--- config.mk ---
export PLATFORM = sky130hd
export DESIGN_NAME = dsj_merge
export DESIGN_NICKNAME = d
export VERILOG_FILES = /design/src/rtl/dsj_pkg.sv /design/src/rtl/dsj_merge.sv
export SDC_FILE = /design/constraint.sdc
export NUM_CORES = 1
export LEC_CHECK = 0
export BUFFER_PORTS_ARGS = -buffer_cell sky130_fd_sc_hd__buf_4
export CAP_MARGIN = 30
export CORE_AREA = 2 2 151 153
export CTS_BUF_LIST = sky130_fd_sc_hd__clkbuf_4 sky130_fd_sc_hd__clkbuf_8
export CTS_CLUSTER_DIAMETER = 150
export DETAILED_ROUTE_END_ITERATION = 12
export DIE_AREA = 0 0 153 155
export GPL_ROUTABILITY_DRIVEN = 1
export PLACE_DENSITY = 0.58
export SLEW_MARGIN = 30
export SYNTH_ARGS = -nofsm -noshare
export SYNTH_HDL_FRONTEND = slang
export SYNTH_SLANG_ARGS = --single-unit
--- constraint.sdc ---
create_clock -name clk -period 0.8 [get_ports clk]
set_input_delay 0.04 -clock clk [delete_from_list [all_inputs] [get_ports clk]]
set_output_delay 0.04 -clock clk [all_outputs]
set_load 0.01 [all_outputs]
--- src/rtl/dsj_pkg.sv ---
// Shared types and constants for the damped spring joint step.
`default_nettype none

package dsj_pkg;

    localparam int unsigned AXES     = 3;
    localparam int unsigned DATA_W   = 32;
    localparam int unsigned FRAC_W   = 16;
    localparam int unsigned REG_W    = 64;
    localparam int unsigned ADDR_W   = 6;
    localparam int unsigned IN_W     = AXES * DATA_W;
    localparam int unsigned OUT_W    = 2 * AXES * DATA_W;

    localparam logic [DATA_W-1:0] ONE_FP = 32'h0001_0000;

    // Register indexes, decoded from paddr[5:3]
    localparam logic [2:0] REG_GAINS_X  = 3'd0;
    localparam logic [2:0] REG_GAINS_Y  = 3'd1;
    localparam logic [2:0] REG_GAINS_Z  = 3'd2;
    localparam logic [2:0] REG_LIMITS_X = 3'd3;
    localparam logic [2:0] REG_LIMITS_Y = 3'd4;
    localparam logic [2:0] REG_LIMITS_Z = 3'd5;

    typedef struct packed {
        logic start;    // beat accepted: form the products
        logic fire;     // finish the tick and update the state
    } lane_ctrl_t;

    typedef struct packed {
        logic [DATA_W-1:0] vel;
        logic [DATA_W-1:0] pos;
    } lane_res_t;

endpackage

`default_nettype wire

--- src/rtl/dsj_merge.sv ---
// Output register that gathers the three lane results into one beat.
`default_nettype none

module dsj_merge
(
    input  wire logic                        clk,
    input  wire logic                        rst_n,
    input  wire logic                        load,
    input  wire dsj_pkg::lane_res_t          res [dsj_pkg::AXES],
    output logic                             slot_free,
    output logic                             m_tvalid,
    input  wire logic                        m_tready,
    output logic     [dsj_pkg::OUT_W-1:0]    m_tdata
);
    import dsj_pkg::*;

    logic              valid_reg;
    logic              valid_next;
    logic [OUT_W-1:0]  data_reg;
    logic [OUT_W-1:0]  packed_res;

    always_comb
    begin
        for (int a = 0; a < AXES; a++)
        begin
            packed_res[a*DATA_W +: DATA_W]          = res[a].pos;
            packed_res[(AXES+a)*DATA_W +: DATA_W]   = res[a].vel;
        end
    end

    assign slot_free  = !valid_reg || m_tready;
    assign valid_next = load || (valid_reg && !m_tready);

    always_ff @(posedge clk or negedge rst_n)
    begin
        if (!rst_n)
            valid_reg <= 1'b0;
        else
            valid_reg <= valid_next;
    end

    always_ff @(posedge clk)
    begin
        if (load)
            data_reg <= packed_res;
    end

    assign m_tvalid = valid_reg;
    assign m_tdata  = data_reg;

endmodule

`default_nettype wire

==> summary.md, run 1 <==
Number of I/O port buffers: 389. The tools report the sequential-to-total area share from yosys stat as 0.9961. The first error in the log reads "[ERROR RSZ-0060] Max buffer count reached".

Synthesis produced a netlist whose cell count is 195. After synthesis, the largest family of logic cells by area is simple AND/OR/NAND/NOR gates. The run stopped with a tool error. The final weighted congestion in routability-driven placement is 0.7598. A synthesized cell averages 29.81 sq um. The fraction of synthesized area in multiplexers was 0.

The flow halted during clock tree synthesis. After synthesis, the netlist uses 4 different library cells. Total of warnings raised by yosys: 0.

Counting every net in the synthesized netlist gives 391. The compound-cell area share of the yosys netlist is 0. The cell accounting for the most synthesized area was edfxtp_1. The post-synthesis xor/xnor area fraction was 0.

The placed instances occupy a cell area of 9211 sq um. The run gives 4 as the deepest level of the CTS H-tree. The placed wire-length estimate after detailed placement was 12.20 mm.

The starting utilization of the core area is 0.2615, and the height of the die is 155 um. Counting the buffers created by CTS gives 17. In the post-synthesis netlist, the biggest area contributors are edfxtp_1, dfrtp_1, nand2b_4. The number of buffers inserted by post-CTS setup repair is 1.

The tools report the clock tree root driver cell as clkbuf_8. The width of the chip is 153 um, and the number of clock sinks is 193. The portion of synthesized cell area occupied by the leading cell type was 0.9918; the cell row count was 55.

After synthesis the cells add up to 5813 sq um. After clock tree synthesis, the repair step resized 131 gates. The number of hold buffers added after CTS was 184.

The area share of fa/ha/maj cells after synthesis is 0, and the synthesis-stage register bit count is 193. The post-synthesis simple-gate area fraction works out to 0.003874. The I/O pin total was 390; the maximum buffer depth of the clock tree was 2.
-- cell usage after synthesis --
master / instances
edfxtp_1: 192
nand2b_4: 1
dfrtp_1: 1
nand2b_2: 1
-- metrics by stage --
step | cells | setup TNS (ns) | setup slack (ns) | util
floorplan | 195 | 0 | 0.1111 | -
global placement | 881 | -5.050 | -0.05659 | 0.4144
detailed placement | 881 | -7.890 | -0.08545 | 0.4144
-- kinds of logic after synthesis --
family,count (synthesis)
DFF,193
and+or+nand+nor,2
==> inputs of run 2 (changes only) <==
CORE_AREA = default   (was 2 2 151 153)
CORE_MARGIN = 2   (was default)
CORE_UTILIZATION = 20   (was default)
CTS_BUF_LIST = default   (was sky130_fd_sc_hd__clkbuf_4 sky130_fd_sc_hd__clkbuf_8)
CTS_CLUSTER_DIAMETER = default   (was 150)
DIE_AREA = default   (was 0 0 153 155)
PLACE_DENSITY = default   (was 0.58)
PLACE_DENSITY_LB_ADDON = 0.15   (was default)
==> run 2 against run 1 <==
  * The flow now finishes, with violations (negative hold slack, negative setup slack)
  * Synthesized area unchanged
  * Synthesized cell count did not move
==> summary.md, run 2 <==
The run finished, with violations left. The checks that failed: negative hold slack, negative setup slack. The final number of max-transition violations was 0; the largest driver fanout on the critical path was 2.

The mapped cell area is 5813 sq um (unchanged), and the leakage power of the design is 5.138 nW. The clock input transition at the sequential cells of the worst setup and hold paths is 0.07 ns. The via count of the first global-routing pass was 4954; the required time of the critical path was 0.76 ns.

In the routed design, unresolved DRC markers number 0. The detailed-router iteration count before antenna repair is 4. The tools report the total wirelength of the detailed-routed design as 18.69 mm. The number of antenna violations at the first check in global routing came out at 0. The final critical-path required period was 1.062 ns; the area share of fa/ha/maj cells after synthesis was 0 (unchanged). The portion of synthesized cell area occupied by the leading cell type is 0.9918 (unchanged). Across the VDD grid, the largest voltage drop is 1.031 mV. The tools report the total internal power as 18.70 mW. The tools report the violation count after the first detailed-route iteration as 227.

Entering global routing, the biggest net connects 44 pins. By startpoint and endpoint, the worst setup path is classified as reg2out. The tools report the clock group share of total power as 0.331. The final worst-path cycle share is 1.327. Setup repair after global routing could not meet its margin everywhere. The post-synthesis xor/xnor area fraction came out at 0 (unchanged).

The final weighted congestion in routability-driven placement was 0.7665 (+0.88%); the core footprint was 28630 sq um. The deepest level of the CTS H-tree is 4 (unchanged), and the ratio of cells with drive above 1 in the final layout is 0.5263. The synthesis-stage register bit count came out at 193 (unchanged). After synthesis, the cell types taking the most area are edfxtp_1, dfrtp_1, nand2b_4. The number of nets in the synthesized netlist is 391 (unchanged), and the number of I/O port buffers is 389 (unchanged). In the routed layout, each cell is associated on average with a via count of 3.623. The post-synthesis simple-gate area fraction works out to 0.003874 (unchanged). The synthesized design spends more area on one cell type than any other, namely edfxtp_1.

Dividing the detail-routed wire length by the instance count gives 15.54 um. For the count of vias placed by the detailed router, the log shows 4359. The run gives -0.1063 ns as the smallest hold slack. The endpoint type of the worst setup path is an output port.

Post-route cell area: 12500 sq um. In the synthesized netlist the dominant register cell turns out to be edfxtp_1. The clock tree root driver cell is clkbuf_16.

TritonCTS built the clock tree. The filler cells instantiated in the layout total 2541. The actual transition at the worst max-transition pin came out at 0.2348 ns. The height of the die came out at 174.5 um (+13%). The run gives 2 (unchanged) as the maximum buffer depth of the clock tree. The number of clock buffers inserted by TritonCTS is 17 (unchanged). The achievable clock frequency came out at 942.0 MHz. The area growth from synthesis to layout is 115.1%. Width of the chip: 174.5 um (+14%).

The logs give 390 (unchanged) for the I/O pin total and 0.2031 (-0.05845) for the starting utilization of the core area. The worst hold path class is in2reg. Setup violations remaining at the end of the flow were counted as 194.

For the number of failing hold endpoints at the final stage, the log shows 1. Counting instances in the post-synthesis netlist gives the leading cell types as edfxtp_1, dfrtp_1, nand2b_2, nand2b_4. By area, the combinational part of the netlist is dominated by simple AND/OR/NAND/NOR gates. Hold buffer count at cts: 194 (+5.4%). The fraction of synthesized area in multiplexers came out at 0 (unchanged). Total of warnings raised by yosys: 0 (unchanged). The count of nets left with antenna violations after detail routing was 0. Combinational share of power: 0.159.

Total power for the finished layout comes to 24.34 mW. STA classifies the critical path startpoint as a flip-flop. The sequential-to-total area share from yosys stat was 0.9961 (unchanged); the post-synthesis cell count was 195 (unchanged). The count of cells in the finished layout, fillers not included, comes to 1203. Summed over all layers, the global routing overflow is 0.

Between clock sinks in the finished design, the worst skew comes to 0 ns. The register with the most flip-flops in the layout has 192 of them. The power share of the sequential group was 0.509. The post-synthesis area per instance is 29.81 sq um (unchanged), and the remaining max-slew budget at the tightest pin is 0.8435. The total power divided by cell area was 1947 nW/um^2; the cell row count was 62 (+13%).

In the post-synthesis netlist, the cell with the most instances is edfxtp_1. The number of clock sinks was 193 (unchanged); the share of total power consumed by net switching was 0.2318. The core occupancy in the finished layout came out at 0.4368.

The global-route wire length before repair was 27.57 mm. Count of max-cap constraint violations: 0. For this design the total switching power over the nets is 5.641 mW. The logs give 0.1195 for the total global-route track usage and 9333 sq um (+1.3%) for the placed cell area. The die covers 30450 sq um. For this run, the post-layout net count is 1003.

The library cell used most frequently in the layout, excluding fill and tap cells, is buf_4. The placed wire-length estimate after detailed placement is 13.19 mm (+8.1%), and the final worst setup slack is -0.2615 ns. The number of enable-type register cells in the synthesized netlist is 192 (unchanged), and the number of buffers inserted by post-CTS setup repair is 0 (-1).

The top cell types in the final layout, fill and taps aside, are buf_4, dlygate4sd3_1, edfxtp_1, buf_6, clkbuf_16. The compound-cell area share of the yosys netlist was 0 (unchanged); the clock network latency to the later pin of the worst-skew pair was 0.42 ns. The critical path arrival was 1.02 ns; the number of instances in the placed design was 978 (+11%). The share of flip-flops with an asynchronous set or reset after synthesis works out to 0.005181 (unchanged). 0 antenna diodes ended up in the layout. The run gives 4 (unchanged) as the count of different cell masters after synthesis.
[run 2: cell counts after synthesis]
No cell type changed its count.
[run 2: metal layers]
metal / GRT usage / up-vias / wire length (um)
met1: 0.1228 / 2086 / 6518
met4: 0.03782 / 0 / 278
met3: 0.04374 / 17 / 1544
met2: 0.2237 / 238 / 10350
met5: 0 / - / 0
li1: - / 2018 / -
[run 2: final timing paths]
path	cells after the start	end	slack (ns)	from
min in group asynchronous	3	m_tvalid	0.45	rst_n
worst max register to register	2	m_tvalid	0.14	m_tvalid
worst max-delay path	2	slot_free	-0.26	m_tvalid
worst min register to register	2	m_tvalid	0.56	m_tvalid
worst min-delay path	3	m_tvalid	-0.11	m_tready
max in group asynchronous	3	m_tvalid	0.24	rst_n
[run 2: critical path, cell delays in order (launching register included)]
cell and delay, ns:
dfrtp_1 0.41, nand2b_4 0.09, buf_6 0.10
[run 2: cell families (layout without fill, tap and decap cells)]
logic type             count (synthesis)  count (layout)
buffers and inverters                  0             624
DFF                                  193             193
and+or+nand+nor                        2               2
[run 2: timing repair]
item,4_1_cts,5_1_grt
hold endpoints to repair,194,1
gates resized for setup,139,41
setup endpoints to repair,194,194
pin swaps,0,0
[run 2: area by class of cell]
cell class,instances,area (sq um),share of cell area
flip-flops and latches,193,5791,0.4631
repair buffers,593,5657,0.4524
well taps,384,480.5,0.03843
clock buffers,18,429.2,0.03432
clock inverters,13,123.9,0.009907
multi-input cells,2,22.52,0.001801
[run 2: stage by stage]
stage	setup TNS, ns	worst slack (ns)	hold slack (ns)
floorplan	0	0.1111	-0.2556
global placement	-5.736	-0.06301	-0.1843
detailed placement	-8.189	-0.08038	-0.1825
CTS	-41.40	-0.2915	-0.1275
global route	-45.75	-0.3227	-0.1218
finish	-36.07	-0.2615	-0.1063
[run 2: power by group through the flow]
stage          clock network (mW)  registers, mW  logic (mW)
3_3_place_gp                    0           12.5        2.71
3_5_place_dp                    0           12.5        2.72
2_1_floorplan                   0           12.9      0.0117
5_1_grt                      8.74           12.5        4.10
6_report                     8.07           12.4        3.88
4_1_cts                      8.38           12.4        3.83
No activity file was read; power rests on OpenSTA's default activity.
